<file path="config.mk">
export PLATFORM = sky130hd
export DESIGN_NAME = bpc_div
export DESIGN_NICKNAME = d
export VERILOG_FILES = /design/src/rtl/core/bpc_div.sv
export SDC_FILE = /design/constraint.sdc
export NUM_CORES = 2
export LEC_CHECK = 0
export BUFFER_PORTS_ARGS = -buffer_cell sky130_fd_sc_hd__clkbuf_2
export CORE_MARGIN = 3
export CORE_UTILIZATION = 59
export DETAILED_ROUTE_END_ITERATION = 12
export PLACE_DENSITY = 0.79
export SLEW_MARGIN = 15
export SYNTH_ARGS = -nofsm -noshare
export SYNTH_HDL_FRONTEND = slang
export SYNTH_SLANG_ARGS = --single-unit
export TNS_END_PERCENT = 100
</file>
<file path="constraint.sdc">
create_clock -name clk -period 9.21 [get_ports clk]
set_input_delay 2.3025 -clock clk [delete_from_list [all_inputs] [get_ports clk]]
set_output_delay 2.3025 -clock clk [all_outputs]
set_load 0.01 [all_outputs]
</file>
<file path="src/rtl/core/bpc_div.sv">
// bpc_div: pipelined restoring unsigned divider with a sideband that travels along;
// K quotient bits per stage; no package dependencies
module bpc_div #(
	parameter int unsigned N  = 27,
	parameter int unsigned M  = 20,
	parameter int unsigned K  = 3,
	parameter int unsigned SW = 8
) (
	input  logic          clk,
	input  logic          arst_n,
	input  logic          in_valid,
	output logic          in_ready,
	input  logic [N-1:0]  dividend,
	input  logic [M-1:0]  divisor,
	input  logic [SW-1:0] side_in,
	output logic          out_valid,
	input  logic          out_ready,
	output logic [N-1:0]  quotient,
	output logic [SW-1:0] side_out
);

	localparam int unsigned NS = (N + K - 1) / K;

	logic          v_s   [NS];
	logic [M-1:0]  rem_s [NS];
	logic [N-1:0]  dq_s  [NS];
	logic [M-1:0]  dvs_s [NS];
	logic [SW-1:0] sd_s  [NS];
	logic [NS:0]   en;

	assign en[NS]   = out_ready;
	assign in_ready = en[0];

	for (genvar i = 0; i < NS; i++) begin : g_stg
		logic          v_in;
		logic [M-1:0]  rem_in;
		logic [N-1:0]  dq_in;
		logic [M-1:0]  d_in;
		logic [SW-1:0] sd_in;
		logic [M-1:0]  rem_nx;
		logic [N-1:0]  dq_nx;

		if (i == 0) begin : g_first
			assign v_in   = in_valid;
			assign rem_in = '0;
			assign dq_in  = dividend;
			assign d_in   = divisor;
			assign sd_in  = side_in;
		end else begin : g_next
			assign v_in   = v_s[i-1];
			assign rem_in = rem_s[i-1];
			assign dq_in  = dq_s[i-1];
			assign d_in   = dvs_s[i-1];
			assign sd_in  = sd_s[i-1];
		end

		always_comb begin
			logic [M:0] r2;
			r2     = '0;
			rem_nx = rem_in;
			dq_nx  = dq_in;
			for (int j = 0; j < int'(K); j++) begin
				if (int'(i * K) + j < int'(N)) begin
					r2 = {rem_nx, dq_nx[N-1]};
					if (r2 >= {1'b0, d_in}) begin
						r2    = r2 - {1'b0, d_in};
						dq_nx = {dq_nx[N-2:0], 1'b1};
					end else begin
						dq_nx = {dq_nx[N-2:0], 1'b0};
					end
					rem_nx = r2[M-1:0];
				end
			end
		end

		assign en[i] = !v_s[i] || en[i+1];

		always_ff @(posedge clk or negedge arst_n) begin
			if (!arst_n) begin
				v_s[i] <= 1'b0;
			end else if (en[i]) begin
				v_s[i] <= v_in;
			end
		end

		always_ff @(posedge clk) begin
			if (en[i]) begin
				rem_s[i] <= rem_nx;
				dq_s[i]  <= dq_nx;
				dvs_s[i] <= d_in;
				sd_s[i]  <= sd_in;
			end
		end
	end

	assign out_valid = v_s[NS-1];
	assign quotient  = dq_s[NS-1];
	assign side_out  = sd_s[NS-1];

endmodule

</file>
==> impl_metrics.toml <==
[run_status]
outcome = "finished clean"

[place]
detailed_place_hpwl_um = 99900
gp_congestion = 0.992
io_buffers = 95

[setup_path]
rr_worst_depth = 33
path_depth = 33
critPathCapture = "rem_s[0][124]$_DFFE_PP_"
r2r_slack_ns = 0.37
cp-end-kind = "flip-flop"
path_buf_inv = 4
start_kind = "flip-flop"
regToRegStartpoint = "dvs_s[0][101]$_DFFE_PP_"
startpoint = "dvs_s[0][101]$_DFFE_PP_"
timing.rr.end = "rem_s[0][124]$_DFFE_PP_"
worst-path-max-fanout = 21
path_class = "reg -> reg"
crit_family = "compound AO/OA/AOI/OAI gates"
slowest_delay_ns = 0.45
slowest_stage = "edfxtp_1"
worst-endpoint-arrival_ns = 9.20
path_common_cell = "ha_1"
worstPathRequired_ns = 9.57

[logic_synthesis]
synth_compound_area_frac = 0.172
synth_xor_area_frac = 0.0697
ys_dominant_reg_cell = "edfxtp_1"
synth.distinct_cells = 99
yosysSeqAreaShare = 0.391
syn_nets = 5440
post_synth_and_or_nand_nor_area_fraction = 0.115
synthAdderAreaFrac = 0.142
synthMuxAreaShare = 0.0703
synth_area_um2 = 49400
synth.avg_cell_area_um2 = 10.2
synth_edf_count = 635
synthArstFlopShare = 0.0140
syn_inst = 4834
synth_top_family_by_area = "compound AO/OA/AOI/OAI gates"
yosys_warnings = 0
yosys_register_bits = 644

[global_route]
grt_max_degree = 69
overflow = 0
grt_first_pass_wirelength_um = 198000
grt_pass1_vias = 36600
grt_antenna_before_repair = 2
grt_usage = 0.288

[sta]
hold_violations = 0
finalSetupViolCount = 0
tightest_slew_ns = 1.08
relSlewSlack = 0.283
period_share = 0.960
period_minus_slack_ns = 8.84
fin_skew_ns = 0.0240
fmax_ghz = 0.113
drv_slew = 0

[routing]
routed_via_density = 6.25
vias = 38400
wl_per_cell_um = 20.7
ant_nets = 0
totalWireLength_um = 127000
drc = 0
drtIter0Drc = 3765
firstDrtPassIters = 6

[clock_tree]
clkLatencyLatePin_ns = 0.63
cts_sinks = 644
h-tree-depth = 3
clk_path_buf_depth = 3
cts_buffers = 72
cts_hold_buf = 0
cts_tree = "done"
clkTransAtPathRegs_ns = 0.07
cts-root-buf = "clkbuf_16"

[floorplan]
ios = 96
die_h_um = 295
start_util = 0.599
die_width_um = 295
core_area_um2 = 82500
die-area_um2 = 87200
rows = 105

[finish]
antenna_cells = 0
drive_above_1_share = 0.128
finish.utilization = 0.657
final_nets = 5631
area_growth_pct = 9.66
fillers = 6453

[min_path]
min_path_type = "reg -> reg"

[flow_run]
cap_violations = 0
==> how the worst min path moves through the flow <==
stage                          start                     end  slack (ns)  depth (start not counted)
3_3_place_gp   sd_s[0][37]$_DFFE_PP_   sd_s[0][45]$_DFFE_PP_        0.40                          0
2_1_floorplan  dq_s[0][70]$_DFFE_PP_  dq_s[0][100]$_DFFE_PP_        0.40                          0
3_5_place_dp   dq_s[0][70]$_DFFE_PP_  dq_s[0][100]$_DFFE_PP_        0.40                          0
5_1_grt        dq_s[0][92]$_DFFE_PP_  dq_s[0][122]$_DFFE_PP_        0.42                          0
4_1_cts        dq_s[0][59]$_DFFE_PP_   dq_s[0][89]$_DFFE_PP_        0.41                          0
6_report       dq_s[0][59]$_DFFE_PP_   dq_s[0][89]$_DFFE_PP_        0.41                          0
==> repair_timing <==
action,CTS,global route
buffers inserted,0,12
resized for setup,0,27
endpoints found under the setup margin,0,140
==> through the flow <==
step / instances / setup TNS, ns / setup slack, ns / hold WS, ns / cell area (um^2)
floorplan: 4834 / 0 / 0.440 / 0.400 / 49400
global placement: 6009 / 0 / 0.195 / 0.400 / 51600
detailed placement: 6009 / 0 / 0.129 / 0.405 / 51600
CTS: 6139 / 0 / 0.0562 / 0.408 / 54000
global route: 6151 / -0.0440 / -0.0219 / 0.417 / 54200
finish: 6151 / 0 / 0.368 / 0.405 / 54200
==> final cells by class <==
type / count / area [um^2] / share of cell area
tap: 1070 / 1340 / 0.0247
multi-input combinational: 3707 / 28300 / 0.523
clock buffer: 84 / 1890 / 0.0349
timing repair buffer: 217 / 1450 / 0.0267
sequential: 644 / 19300 / 0.356
clock inverter: 46 / 425 / 0.00785
inverter: 383 / 1450 / 0.0267
==> cells in the mapped netlist (all sizes together), types with 14 or more instances <==
cell type	count	share of area
o22a	14	0.0025
mux2	244	0.056
nor4	25	0.0033
inv	382	0.029
a211o	28	0.0050
and2	23	0.0029
or3	34	0.0043
o21bai	42	0.0064
nor3	102	0.010
a21boi	24	0.0036
or2	30	0.0038
a31oi	36	0.0046
mux2i	70	0.014
o31ai	30	0.0048
a221o	15	0.0030
nand3	82	0.0083
a31o	17	0.0030
a21oi	367	0.037
a21o	161	0.024
xnor2	256	0.045
and3	37	0.0047
nand4	65	0.0082
nand2b	65	0.0082
fa	25	0.010
xor2	137	0.024
o211ai	17	0.0026
buf	67	0.0083
ha	522	0.13
nor2	295	0.022
o31a	20	0.0035
nor2b	70	0.0089
nand2	272	0.021
edfxtp	635	0.39
o21ai	279	0.028
a211oi	56	0.0085
o21a	75	0.011
clkbuf	33	0.0025
==> state kept, by name (all words and copies together), names as in the netlist <==
| register | flops |
|---|---|
| rem_s | 160 |
| dvs_s | 160 |
| dq_s | 243 |
| out_valid | 1 |
| sd_s | 72 |
| g_stg.v_in | 8 |
==> placed cells by master (no fill, tap or decap), types with 23 or more instances in the layout <==
master / synthesis / layout
a21o_1: 161 / 161
a21oi_1: 366 / 363
nand3_1: 82 / 80
or2_2: 28 / 27
xnor2_1: 256 / 256
o31ai_1: 29 / 28
and2_1: 23 / 23
nor3_1: 102 / 102
a31oi_1: 36 / 36
and3_1: 37 / 37
mux2i_1: 70 / 67
fa_1: 25 / 25
nand4_1: 65 / 65
inv_1: 375 / 369
clkbuf_16: 0 / 74
a211o_1: 28 / 28
nand2b_1: 65 / 65
clkbuf_2: 1 / 95
nor2b_1: 70 / 70
o21a_1: 75 / 75
nor2_1: 295 / 292
o21ai_0: 266 / 264
mux2_2: 218 / 217
or3_1: 34 / 34
a211oi_1: 56 / 55
ha_1: 522 / 521
xor2_1: 137 / 137
edfxtp_1: 635 / 635
buf_4: 31 / 116
o21bai_1: 42 / 42
nand2_1: 271 / 268
==> worst reg2reg max path: cells and delay by family (launching register included) <==
| kind | cells | cell delay [ns] |
|---|---|---|
| adders and majority gates | 3 | 1.00 |
| buffers and inverters | 4 | 0.85 |
| and+or+nand+nor | 7 | 1.53 |
| muxes | 4 | 1.17 |
| DFF | 1 | 0.45 |
| AOI/OAI and AO/OA | 15 | 3.59 |
==> metal layers <==
| metal | GRT usage | vias up | wire, um |
|---|---|---|---|
| li1 | - | 18400 | - |
| met4 | 0.103 | 2 | 4790 |
| met5 | 0 | - | 8 |
| met3 | 0.0421 | 282 | 9780 |
| met1 | 0.405 | 18300 | 56100 |
| met2 | 0.457 | 1440 | 56700 |
==> cells by family after synthesis <==
group,Yosys count
muxes,314
AOI/OAI and AO/OA,1300
buffers and inverters,483
xor gates and xnor gates,393
DFF,644
adders and majority gates,547
and+or+nand+nor,1153
Power is not shown: default switching activity piles up to over one toggle a cycle in this logic, so the estimate is an artifact.
