===== src/rtl/core/bpc_pkg.sv =====
// bpc_pkg: shared types, widths and constants for the pressure compensation core
// no dependencies
package bpc_pkg;

	localparam int unsigned DIV_STEPS = 3;

	localparam int unsigned CFG_IDX_W  = 3;
	localparam int unsigned CFG_DATA_W = 64;

	localparam logic [CFG_IDX_W-1:0] REG_CAL_A = 3'd0;
	localparam logic [CFG_IDX_W-1:0] REG_CAL_B = 3'd1;
	localparam logic [CFG_IDX_W-1:0] REG_CAL_C = 3'd2;
	localparam logic [CFG_IDX_W-1:0] REG_OSS   = 3'd3;

	localparam int unsigned D1_N = 27;
	localparam int unsigned D1_M = 20;
	localparam int unsigned D2_N = 33;
	localparam int unsigned D2_M = 32;

	localparam int TEMP_OFFSET = 4000;
	localparam int B4_BIAS     = 32768;
	localparam int B7_SCALE    = 50000;
	localparam logic [31:0] B7_SPLIT = 32'h8000_0000;
	localparam int PC_SQ       = 3038;
	localparam int PC_LIN_MAG  = 7357;
	localparam int PC_OFS      = 3791;
	localparam int Q_SAT       = 2 ** 21;
	localparam int P_MAX       = 1048575;

	typedef struct packed {
		logic [15:0] ac1;
		logic [15:0] ac2;
		logic [15:0] ac3;
		logic [15:0] ac4;
		logic [15:0] ac5;
		logic [15:0] ac6;
		logic [15:0] b1;
		logic [15:0] b2;
		logic [15:0] mc;
		logic [15:0] md;
		logic [1:0]  oss;
	} cal_t;

	typedef struct packed {
		logic [18:0] x1;
		logic        neg;
		logic        err;
		logic [18:0] up;
	} d1_side_t;

	typedef struct packed {
		logic [15:0] t;
		logic        err;
		logic        dbl;
	} d2_side_t;

endpackage


===== src/rtl/core/bpc_post.sv =====
// bpc_post: pressure polynomial correction, saturation and output register
// depends on bpc_pkg
module bpc_post (
	input  logic                       clk,
	input  logic                       arst_n,
	input  logic                       in_valid,
	output logic                       in_ready,
	input  logic [bpc_pkg::D2_N-1:0]   quotient,
	input  bpc_pkg::d2_side_t          side_in,
	output logic                       out_valid,
	input  logic                       out_ready,
	output logic [15:0]                temp_tenths,
	output logic [19:0]                pressure_pa,
	output logic                       error_code
);

	logic [4:1] v;
	logic [5:1] en;

	logic [33:0] qf;
	logic [21:0] qsat;
	logic [21:0] q_s1, q_s2, q_s3;
	logic [15:0] t_s1, t_s2, t_s3, t_s4;
	logic        err_s1, err_s2, err_s3, err_s4;

	logic [13:0] a;
	logic [27:0] a2, a2_s2;
	logic [35:0] lin, lin_s2;

	logic [39:0]        sqt;
	logic signed [36:0] nl;
	logic [23:0]        x1_s3;
	logic [20:0]        x2_s3;

	logic signed [26:0] corr, pf;
	logic [19:0]        pc;
	logic [19:0]        p_s4;

	assign en[5] = out_ready;
	for (genvar i = 1; i <= 4; i++) begin : g_en
		assign en[i] = !v[i] || en[i+1];
	end
	assign in_ready = en[1];

	always_ff @(posedge clk or negedge arst_n) begin
		if (!arst_n) begin
			v <= '0;
		end else begin
			if (en[1]) v[1] <= in_valid;
			if (en[2]) v[2] <= v[1];
			if (en[3]) v[3] <= v[2];
			if (en[4]) v[4] <= v[3];
		end
	end

	// any quotient past the clamp threshold ends above full scale
	assign qf   = side_in.dbl ? {quotient, 1'b0} : {1'b0, quotient};
	assign qsat = (qf >= 34'(bpc_pkg::Q_SAT)) ? 22'(bpc_pkg::Q_SAT) : qf[21:0];

	always_ff @(posedge clk) begin
		if (en[1]) begin
			q_s1   <= qsat;
			t_s1   <= side_in.t;
			err_s1 <= side_in.err;
		end
	end

	assign a   = q_s1[21:8];
	assign a2  = 28'(a) * 28'(a);
	assign lin = 36'(q_s1) * 36'(bpc_pkg::PC_LIN_MAG);

	always_ff @(posedge clk) begin
		if (en[2]) begin
			a2_s2  <= a2;
			lin_s2 <= lin;
			q_s2   <= q_s1;
			t_s2   <= t_s1;
			err_s2 <= err_s1;
		end
	end

	assign sqt = 40'(a2_s2) * 40'(bpc_pkg::PC_SQ);
	assign nl  = -$signed({1'b0, lin_s2});

	always_ff @(posedge clk) begin
		if (en[3]) begin
			x1_s3  <= sqt[39:16];
			x2_s3  <= nl[36:16];
			q_s3   <= q_s2;
			t_s3   <= t_s2;
			err_s3 <= err_s2;
		end
	end

	assign corr = 27'($signed({1'b0, x1_s3})) + 27'($signed(x2_s3))
		+ 27'(bpc_pkg::PC_OFS);
	assign pf   = 27'($signed({1'b0, q_s3})) + 27'($signed(corr[26:4]));

	always_comb begin
		if (pf < 27'sd0) begin
			pc = '0;
		end else if (pf > 27'(bpc_pkg::P_MAX)) begin
			pc = 20'(bpc_pkg::P_MAX);
		end else begin
			pc = pf[19:0];
		end
	end

	always_ff @(posedge clk) begin
		if (en[4]) begin
			t_s4   <= err_s3 ? '0 : t_s3;
			p_s4   <= err_s3 ? '0 : pc;
			err_s4 <= err_s3;
		end
	end

	assign out_valid   = v[4];
	assign temp_tenths = t_s4;
	assign pressure_pa = p_s4;
	assign error_code  = err_s4;

endmodule


===== config.mk =====
export PLATFORM = sky130hd
export DESIGN_NAME = bpc_post
export DESIGN_NICKNAME = d
export VERILOG_FILES = /design/src/rtl/core/bpc_pkg.sv /design/src/rtl/core/bpc_post.sv
export SDC_FILE = /design/constraint.sdc
export NUM_CORES = 2
export LEC_CHECK = 0
export BUFFER_PORTS_ARGS = -buffer_cell sky130_fd_sc_hd__buf_4
export CORE_ASPECT_RATIO = 0.8
export CORE_MARGIN = 2
export CORE_UTILIZATION = 65
export CTS_CLUSTER_SIZE = 8
export DETAILED_ROUTE_END_ITERATION = 8
export PLACE_DENSITY_LB_ADDON = 0.25
export SLEW_MARGIN = 5
export SYNTH_ARGS = -nofsm -noshare
export SYNTH_HDL_FRONTEND = slang
export SYNTH_SLANG_ARGS = --single-unit

===== constraint.sdc =====
create_clock -name clk -period 17.54 [get_ports clk]
set_clock_uncertainty 0.2 [all_clocks]
set_input_delay 0.877 -clock clk [delete_from_list [all_inputs] [get_ports clk]]
set_output_delay 0.877 -clock clk [all_outputs]
set_load 0.03 [all_outputs]

==> key figures <==
Die
  • Chip height: 192 µm
  • Io pins: 94
  • Die X: about 240 µm
  • Core region area: ~43000 µm²
  • Starting Density: 0.660
  • Cell Rows: slightly below 70
  • Total Die Area: about 46000 µm²

Logic synthesis
  • Ys Warns: 0
  • Main flop type after synthesis: edfxtp_1
  • Count leader, synth: inv_1
  • EDFF count, synth: roughly 260
  • Top cell type's share of synthesized area: 0.296
  • Post-synthesis cell area: approximately 29000 µm²
  • Cells after synthesis: ~2.5k
  • Post-synth ARST share: 0.0153
  • Synth top area cells: fa_1 (30%), edfxtp_1 (27%), ha_1 (17%)
  • Synth Register Bits: ~260
  • Seq/Total Area, Yosys: 0.274
  • Avg Synthesized Cell Area: about 11 µm²
  • Most instantiated cells after synthesis: inv_1 (620), fa_1 (423), ha_1 (390)
  • Unique masters post-synth: 68
  • Dominant cell type by area after synthesis: fa_1

Worst setup path
  • Endpoint arrival time on the critical path: 8.00 ns
  • Crit path to: a2_s2[24]$_DFFE_PP_
  • Worst path cell trace: clkinv_1 -> nor2_1 -> fa_1 -> fa_1 -> fa_1 -> inv_1 -> fa_1 -> fa_1 -> inv_1 -> fa_1 -> ha_1 -> a21oi_1 -> o21ai_0 -> a32o_1 -> a2111oi_1 -> o31ai_1 -> o41ai_1 -> o21ai_0 -> a21oi_1 -> xnor2_1
  • CP required: approximately 18 ns
  • Slowest stage delay, CP: between 0.8 and 0.9 ns
  • Crit. Startpoint: q_s1[14]$_SDFFCE_PP0P_
  • Cell mode on critical path: fa_1
  • R2R depth: 20
  • Startpoint types: register
  • RR Startpoint: q_s1[14]$_SDFFCE_PP0P_
  • WS Path Type: reg -> reg
  • Crit Reg-Reg Endpoint: a2_s2[24]$_DFFE_PP_
  • Setup crit end kind: register
  • Worst path depth: 20
  • Buf/Inv on CP: 3
  • CP max FO: 13
  • Slowest CP cell: edfxtp_1
  • Reg2reg setup slack: 9.64 ns
  • CP top delay family: adder cells

Timing
  • RSZ-0062 raised after global routing: no
  • Slew headroom: 0.249
  • Worst-Margin Slew: about 1.1 ns
  • Final setup vio count: 0
  • Final Hold Viols: 0
  • Pins Over Slew Limit: 0
  • Fmax: 127 MHz
  • Setup ws final: just under 10 ns
  • Setup_tns: 0 ns
  • Fin crit share: 0.451
  • Crit path time final: a little under 8 ns

Global routing
  • Vias in the first global route: ~20k
  • Global-route wire length before repair: 101 mm
  • Antenna violations before repair: 0
  • GRT Overall Usage: 0.289
  • Gr ovfl total: 0
  • Pin count of the biggest net entering global routing: 86

Clocking
  • # resized after CTS: 0
  • Cell at the root of the clock tree: clkbuf_16
  • Clock buffer depth: 3
  • Clk slew on worst S/H paths: ~0.050 ns
  • Skew-Pair Late Insertion Delay: between 0.5 and 0.6 ns
  • H-tree levels: 2
  • Clk sink count: approximately 260
  • # hold bufs at CTS: 1
  • CTS tree: yes
  • Setup bufs post-CTS: 0
  • CTS Buf Count: 38

Route
  • DRC Markers: 0
  • Routed Antenna Nets: 0
  • DR vias/cell: roughly 5.6
  • Total iterations of the first detailed-routing run: 5
  • WL final: 62.7 mm
  • DR vias: approximately 18k
  • WL per Instance: approximately 19 µm
  • Iter 0 DRT Violations: around 1.1k

Place
  • Setup slack after placement: roughly 9.7 ns
  • Post-DP HPWL: approximately 52 mm
  • I/O Buffers: 93
  • Placed Area: 30000 µm²
  • RePlAce Congestion: between 0.9 and 1

Status
  • Status: completed

Run
  • Max-cap violations: 0

Hold path
  • Min-delay worst type: reg -> reg

Final layout
  • Area Growth Syn to Fin: 8.63%
  • Final core utilization: 0.717
  • Final nets: 3518
  • Post-layout instance area: 31100 µm²
  • # diodes: 0
  • Layout cell share with drive strength beyond 1: 0.0590
state kept, by name, indices dropped and copies added, names as in the netlist, 20 cells and up:
| signal | count |
|---|---|
| x2_s3 | 21 |
| lin_s2 | 33 |
| pressure_pa | 20 |
| a2_s2 | 26 |
| q_s2 | 22 |
| q_s1 | 22 |
| q_s3 | 22 |
| x1_s3 | 24 |
metrics by stage:
| stage | std cells | hold WS, ns |
|---|---|---|
| global route | 3222 | 0.215 |
| CTS | 3222 | 0.206 |
| floorplan | 2524 | 0.200 |
| detailed placement | 3169 | 0.205 |
| finish | 3222 | 0.209 |
| global placement | 3169 | 0.201 |
area by class of cell:
type | instances | area, µm²
Fill cell | 2995 | 12300
Tap cell | 560 | 701
Clock buffer | 48 | 988
Timing Repair Buffer | 100 | 753
Inverter | 629 | 2360
Clock inverter | 4 | 60.1
Multi-Input combinational cell | 1619 | 18300
Sequential cell | 262 | 7850
layout by cell type, fill, tap and decap left out, drive strengths merged, types with 7 or more instances in the layout:
| cell | count |
|---|---|
| nand2 | 74 |
| xor2 | 45 |
| ha | 390 |
| nand3 | 15 |
| o31ai | 7 |
| nand4 | 10 |
| edfxtp | 258 |
| o21ai | 44 |
| a211oi | 8 |
| inv | 623 |
| a21o | 24 |
| a31oi | 8 |
| buf | 99 |
| nor3 | 22 |
| clkinv | 10 |
| nor2 | 146 |
| mux2i | 21 |
| clkbuf | 48 |
| nor4 | 11 |
| nand2b | 23 |
| o21bai | 18 |
| fa | 423 |
| xnor2 | 95 |
| nor2b | 29 |
| a21oi | 103 |
| o21a | 27 |
routing by layer:
layer | up-vias | GRT usage | routed length [µm] | part of all wire
li1 | 8368 | - | - | -
met1 | 9023 | 0.399 | 27200 | 0.43
met2 | 510 | 0.469 | 29300 | 0.47
met3 | 116 | 0.0536 | 4000 | 0.064
met4 | 0 | 0.0950 | 2180 | 0.035
met5 | - | 0 | 0 | 0
logic make-up (layout without fill, tap and decap cells):
| kind of cell | Yosys count | after routing | share of synthesized area |
|---|---|---|---|
| adders and majority gates | 813 | 813 | 0.467 |
| buffers and inverters | 643 | 781 | 0.0847 |
| and+or+nand+nor | 358 | 358 | 0.0591 |
| AOI/OAI and AO/OA | 282 | 282 | 0.0636 |
| DFF | 262 | 262 | 0.274 |
| xor gates and xnor gates | 140 | 140 | 0.0429 |
| muxes | 23 | 23 | 0.00814 |
| other | 2 | 3 | 0.000263 |
worst min path at each step:
| stage | from | endpoint | slack [ns] | cells past startpoint |
|---|---|---|---|---|
| floorplan | err_s1$_DFFE_PP_ | err_s2$_DFFE_PP_ | 0.20 | 0 |
| global placement | t_s2[6]$_DFFE_PP_ | t_s3[6]$_DFFE_PP_ | 0.20 | 0 |
| detailed placement | t_s1[0]$_DFFE_PP_ | t_s2[0]$_DFFE_PP_ | 0.20 | 0 |
| CTS | err_s2$_DFFE_PP_ | err_s3$_DFFE_PP_ | 0.21 | 0 |
| global route | err_s2$_DFFE_PP_ | err_s3$_DFFE_PP_ | 0.21 | 0 |
| finish | err_s2$_DFFE_PP_ | err_s3$_DFFE_PP_ | 0.21 | 0 |
Power is left out: the tool's default activity adds up to more than one toggle a clock period on the data nets, which glitch-free logic cannot reach.
