### src/rtl/core/bpc_pkg.sv
// bpc_pkg: shared types, widths and constants for the pressure compensation core
// no dependencies
package bpc_pkg;

	localparam int unsigned DIV_STEPS = 3;

	localparam int unsigned CFG_IDX_W  = 3;
	localparam int unsigned CFG_DATA_W = 64;

	localparam logic [CFG_IDX_W-1:0] REG_CAL_A = 3'd0;
	localparam logic [CFG_IDX_W-1:0] REG_CAL_B = 3'd1;
	localparam logic [CFG_IDX_W-1:0] REG_CAL_C = 3'd2;
	localparam logic [CFG_IDX_W-1:0] REG_OSS   = 3'd3;

	localparam int unsigned D1_N = 27;
	localparam int unsigned D1_M = 20;
	localparam int unsigned D2_N = 33;
	localparam int unsigned D2_M = 32;

	localparam int TEMP_OFFSET = 4000;
	localparam int B4_BIAS     = 32768;
	localparam int B7_SCALE    = 50000;
	localparam logic [31:0] B7_SPLIT = 32'h8000_0000;
	localparam int PC_SQ       = 3038;
	localparam int PC_LIN_MAG  = 7357;
	localparam int PC_OFS      = 3791;
	localparam int Q_SAT       = 2 ** 21;
	localparam int P_MAX       = 1048575;

	typedef struct packed {
		logic [15:0] ac1;
		logic [15:0] ac2;
		logic [15:0] ac3;
		logic [15:0] ac4;
		logic [15:0] ac5;
		logic [15:0] ac6;
		logic [15:0] b1;
		logic [15:0] b2;
		logic [15:0] mc;
		logic [15:0] md;
		logic [1:0]  oss;
	} cal_t;

	typedef struct packed {
		logic [18:0] x1;
		logic        neg;
		logic        err;
		logic [18:0] up;
	} d1_side_t;

	typedef struct packed {
		logic [15:0] t;
		logic        err;
		logic        dbl;
	} d2_side_t;

endpackage

### src/rtl/core/bpc_front.sv
// bpc_front: first temperature term and operand setup for the temperature division
// depends on bpc_pkg
module bpc_front (
	input  logic                       clk,
	input  logic                       arst_n,
	input  logic                       in_valid,
	output logic                       in_ready,
	input  logic [15:0]                raw_temp,
	input  logic [18:0]                raw_pressure,
	input  bpc_pkg::cal_t              cal,
	output logic                       out_valid,
	input  logic                       out_ready,
	output logic [bpc_pkg::D1_N-1:0]   dividend,
	output logic [bpc_pkg::D1_M-1:0]   divisor,
	output bpc_pkg::d1_side_t          side
);

	logic en1, en2;
	logic v_s1, v_s2;

	logic signed [16:0] dlt, ac5x;
	logic signed [33:0] prod;
	logic signed [33:0] prod_s1;
	logic [18:0]        up_s1;

	logic signed [18:0] x1;
	logic signed [19:0] dv;
	logic [19:0]        dv_mag;
	logic [15:0]        mc_mag;

	logic [bpc_pkg::D1_N-1:0] dvd_s2;
	logic [bpc_pkg::D1_M-1:0] dvs_s2;
	bpc_pkg::d1_side_t        side_s2;

	assign en2      = !v_s2 || out_ready;
	assign en1      = !v_s1 || en2;
	assign in_ready = en1;

	assign dlt  = $signed({1'b0, raw_temp} - {1'b0, cal.ac6});
	assign ac5x = $signed({1'b0, cal.ac5});
	assign prod = dlt * ac5x;

	always_ff @(posedge clk or negedge arst_n) begin
		if (!arst_n) begin
			v_s1 <= 1'b0;
			v_s2 <= 1'b0;
		end else begin
			if (en1) v_s1 <= in_valid;
			if (en2) v_s2 <= v_s1;
		end
	end

	always_ff @(posedge clk) begin
		if (en1) begin
			prod_s1 <= prod;
			up_s1   <= raw_pressure;
		end
	end

	assign x1     = prod_s1[33:15];
	assign dv     = 20'(x1) + 20'($signed(cal.md));
	assign dv_mag = dv[19] ? 20'(-dv) : 20'(dv);
	assign mc_mag = cal.mc[15] ? 16'(-$signed(cal.mc)) : cal.mc;

	always_ff @(posedge clk) begin
		if (en2) begin
			dvd_s2      <= {mc_mag, 11'b0};
			dvs_s2      <= dv_mag;
			side_s2.x1  <= x1;
			side_s2.neg <= dv[19] ^ cal.mc[15];
			side_s2.err <= (dv == '0);
			side_s2.up  <= up_s1;
		end
	end

	assign out_valid = v_s2;
	assign dividend  = dvd_s2;
	assign divisor   = dvs_s2;
	assign side      = side_s2;

endmodule

### config.mk
export PLATFORM = sky130hd
export DESIGN_NAME = bpc_front
export DESIGN_NICKNAME = d
export VERILOG_FILES = /design/src/rtl/core/bpc_pkg.sv /design/src/rtl/core/bpc_front.sv
export SDC_FILE = /design/constraint.sdc
export NUM_CORES = 1
export LEC_CHECK = 0
export ABC_AREA = 1
export BUFFER_PORTS_ARGS = -buffer_cell sky130_fd_sc_hd__buf_4
export CAP_MARGIN = 10
export CORE_MARGIN = 4
export CORE_UTILIZATION = 35
export CTS_BUF_LIST = sky130_fd_sc_hd__clkbuf_16
export DETAILED_ROUTE_END_ITERATION = 8
export GPL_ROUTABILITY_DRIVEN = 0
export PLACE_DENSITY = 0.55
export SLEW_MARGIN = 5
export SYNTH_ARGS = -nofsm -noshare
export SYNTH_HDL_FRONTEND = slang
export SYNTH_SLANG_ARGS = --single-unit
### constraint.sdc
create_clock -name clk -period 3.6 [get_ports clk]
set_clock_uncertainty 0.15 [all_clocks]
set_input_delay 0.72 -clock clk [delete_from_list [all_inputs] [get_ports clk]]
set_output_delay 0.72 -clock clk [all_outputs]
set_load 0.005 [all_outputs]
==> results.ini, run 1 <==
[timing]
hold_viol=0
relSlewSlack_pct=66.3
rsz0062_at_grt=yes
finalMaxSlewViolations=0
min_period_ns=6.91
setup_violations=19
fin_crit_sh_pct=192
worst_pin_slew_ns=0.506
layout_setup_ws_ns=-3.31
max_freq_mhz=145

[setup_path]
crit_family=adder cells
cp_num_cells=34
required_ns=3.62
crit_start=raw_temp[6]
cp.arrival_ns=6.93
timing.rr.start=prod_s1[15]
worst_r2r_path_depth=15
r2r_end=divisor[18]
path_buf_inv=9
cpMaxStageDelayCell=fa_2
endpoint_kind=flop
max_stage_delay_ns=0.62
cp_max_fo=7
rrSetupSlack_ns=0.62
worstSetupEndpoint=prod_s1[33]
start_kind=primary input
crit_type=in2reg

[logic_synthesis]
synth_area_leader_cell=fa_1
synth_area_sq_um=17100
syn_inst=1957
synth_top_area_share_pct=32.6
synth-edff-count=114
synth_seq_cells=116
synthTopCellsByArea=fa_1 33%, edfxtp_1 20%, inv_1 11%, ha_1 8.9%, nand2_1 6.8%
yosys_warnings=0
synth_cell_types=53
ys.flop_type=edfxtp_1
ys_seq_area_share_pct=20.3
async_flop_share_pct=1.72
avgSynthCellArea_sq_um=8.75

[clocking]
numCtsBuffers=17
cts_root_buf=clkbuf_16
clk_latency_ns=0.42
clk_pin_slew_ns=0.06
clock_sinks=116
clock_path_buffers=2
cts_tree=done
htreeDepth=4

[detailed_routing]
via_count=14200
wl_met1_mm=20.8
drt_iter0_drc=712
drt-vias-per-instance=4.64
wirelength_mm=48.4
top_layer=met4
met3_length_mm=1.84
wl_met2_mm=24.7
drtPass1Iterations=5
wl_per_cell_um=15.8
ant_nets=0
drc=0

[hold_path]
hold_class=reg2reg

[finish]
nets=3043
utilization_pct=49.8
diodes=0
area_delta_synth_final_pct=39.8
drive_above_1_share_pct=36.4

[placement]
hpwl_mm=41.3
port_buffers=180

[global_route]
grt_pass1_wl_mm=79.4
grt_start_max_net_pins=57
antenna_found_initial=0
grt_overflow=0
grt_pass1_vias=15600
gr-usage-all-layers_pct=18.6

[floorplanning]
initial_core_util_pct=35.6
fp.coreArea_sq_um=48000
rows=80
die_height_um=229
die_w_um=229
dieArea_sq_um=52500
io_pins=290

[outcome]
violations=negative setup slack
status=finished, violations left

[flow_run]
maxCapViolations=0

metal layers:
layer / vias to the layer above / GRT usage, %
met5: - / 0
met4: 0 / 4.43
met3: 76 / 1.94
met2: 312 / 33.7
met1: 6985 / 23.9
li1: 6871 / -
registers in the layout, summed over array words and instances (netlist names):
register	flops
divisor	20
up_s1	19
v_s1	1
prod_s1	19
dividend	16
side	40
out_valid	1
logic make-up after synthesis:
| logic type | synth area share, % |
|---|---|
| AOI/OAI and AO/OA | 4.35 |
| xor gates and xnor gates | 3.48 |
| adders and majority gates | 41.5 |
| buffers and inverters | 12.4 |
| DFF | 20.3 |
| other | 0.0219 |
| and+or+nand+nor | 17.9 |
cell usage after synthesis, drive strengths merged (2+ instances only):
cell	number
a21boi	5
a21o	6
a21oi	60
a221oi	3
a31oi	3
buf	15
clkbuf	20
clkinv	6
dfrtp	2
edfxtp	114
fa	279
ha	122
inv	508
nand2	337
nand3	83
nand3b	2
nand4	19
nor2	213
nor3	16
nor4	7
o211ai	4
o21a	3
o21ai	29
o21bai	5
o31ai	6
or2	22
xnor2	18
xor2	45
cell usage in the layout (no fill, tap or decap), types with 9 or more instances in the layout:
cell / count
buf_4: 437
nand2_1: 259
buf_6: 36
conb_1: 11
edfxtp_1: 114
nand2_4: 26
a21oi_2: 25
nand3_2: 17
a21oi_4: 10
fa_2: 25
o21ai_0: 13
xor2_1: 36
inv_2: 58
nand3_1: 61
nor2_2: 23
a21oi_1: 25
fa_1: 254
inv_1: 439
inv_8: 9
nor2_1: 176
xnor2_1: 15
clkbuf_16: 17
or2_2: 13
nand2_2: 50
nor2_4: 14
buf_12: 12
ha_4: 34
nand4_1: 19
ha_1: 87
per-stage QoR:
| step | hold WS, ns | instance area (sq um) | worst slack [ns] | setup TNS (ns) | cells |
|---|---|---|---|---|---|
| floorplan | 0.250 | 17800 | -3.36 | -58.05 | 1967 |
| global placement | 0.251 | 21700 | -3.94 | -70.54 | 2974 |
| detailed placement | 0.255 | 21700 | -3.98 | -71.50 | 2974 |
| CTS | 0.270 | 23000 | -3.31 | -59.87 | 3043 |
| global route | 0.274 | 24000 | -3.66 | -64.81 | 3069 |
| finish | 0.271 | 24000 | -3.31 | -60.14 | 3069 |
what timing repair did:
item / CTS / global route
buffers inserted: 35 / 30
hold buffers: 1 / 0
pin swaps: 59 / 148
resized for setup: 105 / 196
endpoints found under the setup margin: 19 / 19
gates cloned: 1 / 0
endpoints found under the hold margin: 2 / 0
how the worst min path moves through the flow:
| stage | start | endpoint | slack, ns | depth (start not counted) |
|---|---|---|---|---|
| 2_1_floorplan | up_s1[0] | side[0] | 0.25 | 0 |
| 4_1_cts | up_s1[0] | side[0] | 0.27 | 0 |
| 3_3_place_gp | up_s1[1] | side[1] | 0.25 | 0 |
| 5_1_grt | up_s1[18] | side[18] | 0.27 | 0 |
| 6_report | up_s1[0] | side[0] | 0.27 | 0 |
| 3_5_place_dp | up_s1[0] | side[0] | 0.26 | 0 |
cell type report:
class,instances,area [sq um]
Sequential cell,116,3470
Timing Repair Buffer,489,3980
Tap cell,615,769
Clock inverter,15,183
Fill cell,4462,24100
Clock buffer,17,425
Inverter,514,1980
Multi-Input combinational cell,1303,13100
Power of run 1 is left out: the tool's default activity adds up to more than one toggle a clock period on the data nets, which glitch-free logic cannot reach.
==> inputs of run 2 (changes only) <==
--- a/config.mk
+++ b/config.mk
@@ -8,7 +8,6 @@
 export ABC_AREA = 1
 export BUFFER_PORTS_ARGS = -buffer_cell sky130_fd_sc_hd__buf_4
 export CAP_MARGIN = 10
-export CORE_MARGIN = 4
 export CORE_UTILIZATION = 35
 export CTS_BUF_LIST = sky130_fd_sc_hd__clkbuf_16
 export DETAILED_ROUTE_END_ITERATION = 8
==> constraint.sdc (replaced) <==
create_clock -name clk -period 3.6 [get_ports clk]
set_clock_uncertainty 0.15 [all_clocks]
set_input_delay 0.72 -clock clk [delete_from_list [all_inputs] [get_ports clk]]
set_output_delay 0.72 -clock clk [all_outputs]
set_load 0.01 [all_outputs]
==> run 2 against run 1 <==
Hold slack worse by 0.0030 ns. The run still ends with negative setup slack left. Global-route usage increased by 1.3 points. Utilization is 0.59 points lower. First-iteration DRC count grew 12%. Maximum frequency grew 0.20%. Flip-flop and latch count unchanged. Register-to-register slack got worse by 0.04 ns. Largest cell class unchanged. Setup slack gained 0.014 ns. Routed wire length shrank 1.0%. Die area is 5.2% lower. Highest routed layer unchanged. Critical path depth fell by 1. Cell count shrank 0.16%.
==> results.ini, run 2 (same netlist as run 1, synthesis figures left out) <==
[outcome]
status=finished, violations left
violations=negative setup slack

[floorplanning]
die_w_um=223  ; -2.6%
die_height_um=223  ; -2.6%
fp.coreArea_sq_um=48000  ; unchanged
rows=80  ; unchanged
io_pins=290  ; unchanged
dieArea_sq_um=49800  ; -5.2%
initial_core_util_pct=35.6  ; unchanged

[finish]
finalInstanceArea_sq_um=23700  ; -1.2%
layout_common_cells=449 x inv_1, 436 x buf_4, 264 x nand2_1
nets=3038  ; -0.16%
final_cells=3064  ; -0.16%
largest_register_ffs=40  ; unchanged
area_delta_synth_final_pct=38.2
fillers=4535  ; +1.6%
diodes=0  ; unchanged
final_common_cell=inv_1
drive_above_1_share_pct=34.5  ; -1.8 points

[placement]
dp.cells=2982  ; +0.27%
port_buffers=180  ; unchanged
hpwl_mm=41.2  ; -0.31%
place_area_sq_um=21800  ; +0.28%

[flow_run]
maxCapViolations=0  ; unchanged

[timing]
finalMaxSlewViolations=0  ; unchanged
max_freq_mhz=145  ; +0.20%
hold_viol=0  ; unchanged
setup_tns_ns=-59.99  ; +0.151 ns
setup_violations=19  ; unchanged
min_period_ns=6.90  ; -0.0139 ns
relSlewSlack_pct=33.8  ; -32 points
layout_setup_ws_ns=-3.30  ; +0.0139 ns
fin_crit_sh_pct=192  ; -0.39 points
rsz0062_at_grt=yes
worst_pin_slew_ns=0.993  ; +0.487 ns

[detailed_routing]
ant_nets=0  ; unchanged
drt-vias-per-instance=4.64  ; about the same
drc=0  ; unchanged
wirelength_mm=47.9  ; -1.0%
via_count=14200  ; -0.13%
drtPass1Iterations=6  ; +1
drt_iter0_drc=797  ; +12%
wl_per_cell_um=15.6  ; -0.87%

[setup_path]
crit_type=in2reg
max_stage_delay_ns=0.61  ; about the same
endpoint_kind=flop
cp_max_fo=7  ; unchanged
cpMaxStageDelayCell=fa_2
start_kind=primary input
required_ns=3.62  ; about the same
cp.arrival_ns=6.91  ; -0.02 ns
cpMostUsedCell=nand2_4
crit_family=adder cells
path_buf_inv=10  ; +1

[clocking]
clk_pin_slew_ns=0.06  ; about the same
cts_root_buf=clkbuf_16
htreeDepth=4  ; unchanged
clock_path_buffers=2  ; unchanged
clk_latency_ns=0.42  ; about the same
cts_tree=done
numCtsBuffers=17  ; unchanged
clock_sinks=116  ; unchanged

[global_route]
antenna_found_initial=0  ; unchanged
grt_pass1_wl_mm=77.9  ; -1.9%
grt_start_max_net_pins=78  ; +37%
gr-usage-all-layers_pct=19.9  ; +1.3 points
grt_overflow=0  ; unchanged
grt_pass1_vias=15500  ; -0.79%

[hold_path]
hold_class=reg2reg

[run 2: changes by cell type in the layout (fill, tap and decap cells not counted), sizes merged]
cell,delta
buf,-4
inv,-4
clkinv,+3
bufinv,+1
xnor2,-1
[run 2: final timing paths]
| kind | startpoint | end | slack [ns] | cells past startpoint |
|---|---|---|---|---|
| max | cal[71] | prod_s1[33] | -3.30 | 33 |
| min | up_s1[6] | side[6] | 0.27 | 0 |
| max reg2reg | prod_s1[15] | divisor[18] | 0.58 | 15 |
| min reg2reg | up_s1[6] | side[6] | 0.27 | 0 |
| max in group asynchronous | arst_n | v_s1 | 2.75 | 2 |
| min in group asynchronous | arst_n | out_valid | 0.46 | 2 |
[run 2: area by class of cell]
type | count | area, sq um | area share (%)
flip-flops and latches | 116 | 3470 | 14.7
clock buffers | 17 | 425 | 1.80
multi-input cells | 1302 | 12900 | 54.6
repair buffers | 485 | 3940 | 16.6
inverters | 514 | 1990 | 8.40
clock inverters | 15 | 148 | 0.624
well taps | 615 | 769 | 3.25
[run 2: through the flow]
stage               utilization, %  setup slack, ns  hold WS, ns
floorplan                        -            -3.36        0.250
global placement              45.3            -4.01        0.250
detailed placement            45.3            -4.05        0.257
CTS                           48.4            -3.28        0.270
global route                  49.3            -3.57        0.278
finish                        49.3            -3.30        0.268
[run 2: timing repair]
action	in CTS	in global routing
gates cloned	1	0
setup buffers	30	19
endpoints found under the setup margin	19	19
hold endpoints to repair	2	0
gates resized for setup	171	81
pin swaps	108	61
hold buffers	1	0
[run 2: per-layer routing]
layer	wire (um)	part of all wire [%]	GRT usage, %
met1	20400	43	24.9
met2	24400	51	36.0
met3	2080	4.3	2.32
met4	1060	2.2	5.16
met5	0	0	0
Power of run 2 is left out for the same reason.
==> inputs of run 3 (changes only) <==
--- a/config.mk
+++ b/config.mk
@@ -8,6 +8,7 @@
 export ABC_AREA = 1
 export BUFFER_PORTS_ARGS = -buffer_cell sky130_fd_sc_hd__buf_4
 export CAP_MARGIN = 10
+export CORE_ASPECT_RATIO = 1.75
 export CORE_UTILIZATION = 35
 export CTS_BUF_LIST = sky130_fd_sc_hd__clkbuf_16
 export DETAILED_ROUTE_END_ITERATION = 8
==> run 3 against run 2 <==
The flow still finishes with violations (negative setup slack). Cell count grew 0.98%. Hold slack lost 0.0061 ns. Maximum frequency increased by 1.0%. Utilization shrank 0.073 points. First-iteration DRC count down 17%. Flip-flop and latch count unchanged. Non-clock buffer count down 3. Global-route usage rose by 1.7 points. Register-to-register slack about the same.
==> results.ini, run 3 (same netlist as run 1, synthesis figures left out) <==
[outcome]
status=finished, violations left
violations=negative setup slack

[finish]
fillers=4562  ; +0.60%
diodes=0  ; unchanged
drive_above_1_share_pct=34.5  ; -0.039 points
final_common_cell=inv_1
area_delta_synth_final_pct=37.9
nets=3035  ; -0.099%
layout_common_cells=450 x inv_1, 440 x buf_4, 264 x nand2_1
final_cells=3094  ; +0.98%
largest_register_ffs=40  ; unchanged

[detailed_routing]
ant_nets=0  ; unchanged
drt_iter0_drc=662  ; -17%
wl_per_cell_um=16.7  ; +6.8%
wirelength_mm=51.7  ; +7.8%
drtPass1Iterations=6  ; unchanged
drt-vias-per-instance=4.70  ; +1.1%
via_count=14500  ; +2.1%
drc=0  ; unchanged

[timing]
setup_violations=19  ; unchanged
layout_setup_ws_ns=-3.22  ; +0.0702 ns
hold_viol=0  ; unchanged
rsz0062_at_grt=yes
min_period_ns=6.82  ; -0.0702 ns
finalMaxSlewViolations=0  ; unchanged
max_freq_mhz=147  ; +1.0%
fin_crit_sh_pct=190  ; -1.9 points
relSlewSlack_pct=33.2  ; -0.62 points
worst_pin_slew_ns=1.00  ; +0.00929 ns

[clocking]
clock_path_buffers=2  ; unchanged
htreeDepth=4  ; unchanged
clk_latency_ns=0.42  ; about the same
clk_pin_slew_ns=0.06  ; about the same
cts_root_buf=clkbuf_16
numCtsBuffers=17  ; unchanged
cts_tree=done
clock_sinks=116  ; unchanged

[floorplanning]
die_w_um=169  ; -24%
die_height_um=295  ; +32%
initial_core_util_pct=35.7  ; about the same
dieArea_sq_um=49900  ; about the same
io_pins=290  ; unchanged
rows=106  ; +33%
fp.coreArea_sq_um=48000  ; about the same

[setup_path]
timing.rr.start=prod_s1[15]
crit_start=cal[68]
required_ns=3.62  ; about the same
worst_r2r_path_depth=15  ; unchanged
cp.arrival_ns=6.84  ; -0.07 ns
r2r_end=divisor[18]
worstSetupEndpoint=prod_s1[29]
crit_type=in2reg
start_kind=primary input
cp_max_fo=8  ; +1
endpoint_kind=flop
rrSetupSlack_ns=0.58  ; about the same

[global_route]
gr-usage-all-layers_pct=21.6  ; +1.7 points
antenna_found_initial=0  ; unchanged
grt_overflow=0  ; unchanged
grt_pass1_vias=16100  ; +3.9%
grt_pass1_wl_mm=82.1  ; +5.4%
grt_start_max_net_pins=78  ; unchanged

[placement]
dp.cells=3027  ; +1.5%
hpwl_mm=45.4  ; +10%
port_buffers=180  ; unchanged

[hold_path]
hold_class=reg2reg

[flow_run]
maxCapViolations=0  ; unchanged

## run 3: timing repair
item / 4_1_cts / 5_1_grt
setup endpoints to repair: 19 / 19
hold buffers: 1 / 0
buffers inserted: 20 / 16
resized for setup: 169 / 65
pin swaps: 77 / 62
hold endpoints to repair: 2 / 0
## run 3: area by class of cell
class	count	area [sq um]	area share [%]
clock inverters	15	110	0.466
well taps	648	811	3.43
repair buffers	482	3910	16.5
multi-input cells	1302	12900	54.7
flip-flops and latches	116	3470	14.7
inverters	514	1980	8.38
clock buffers	17	425	1.80
## run 3: worst min path at each step
stage	from	to	slack, ns	cells after the start
2_1_floorplan	up_s1[0]	side[0]	0.25	0
3_3_place_gp	up_s1[2]	side[2]	0.25	0
3_5_place_dp	up_s1[3]	side[3]	0.26	0
4_1_cts	up_s1[7]	side[7]	0.26	0
5_1_grt	up_s1[7]	side[7]	0.27	0
6_report	up_s1[7]	side[7]	0.26	0
## run 3: through the flow
step | cell area [sq um] | setup WS (ns) | utilization, % | hold WS [ns] | TNS (ns)
after global routing | 23600 | -3.48 | 49.2 | 0.267 | -63.81
after CTS | 23300 | -3.17 | 48.5 | 0.264 | -57.53
after global placement | 21900 | -3.86 | 45.7 | 0.252 | -70.25
after detailed placement | 21900 | -3.89 | 45.7 | 0.256 | -70.84
after floorplan | 17800 | -3.36 | - | 0.250 | -58.05
final | 23600 | -3.22 | 49.2 | 0.262 | -59.26
## run 3: critical path, stage by stage
cell	delay [ns]
buf_8	0.09
clkinv_8	0.04
ha_4	0.29
nand3b_1	0.12
nand2_2	0.14
a31oi_4	0.12
buf_4	0.16
o21ai_4	0.20
xnor2_4	0.16
buf_4	0.19
or2_1	0.25
fa_1	0.54
inv_1	0.06
fa_1	0.50
fa_1	0.52
fa_1	0.50
fa_1	0.49
inv_1	0.05
fa_1	0.49
inv_2	0.04
ha_4	0.22
a21o_1	0.18
a21boi_2	0.11
inv_1	0.09
buf_4	0.14
a221oi_2	0.18
nand2_1	0.09
xor2_1	0.15
## run 3: per-layer routing
metal  up-vias  global-route usage (%)  share of wire [%]
met2       478                    43.4                 55
met3       175                    2.01                3.8
met5         -                       0                  0
met1      7020                    19.9                 33
li1       6854                       -                  -
met4         0                    14.9                7.7
Power of run 3 is left out for the same reason.
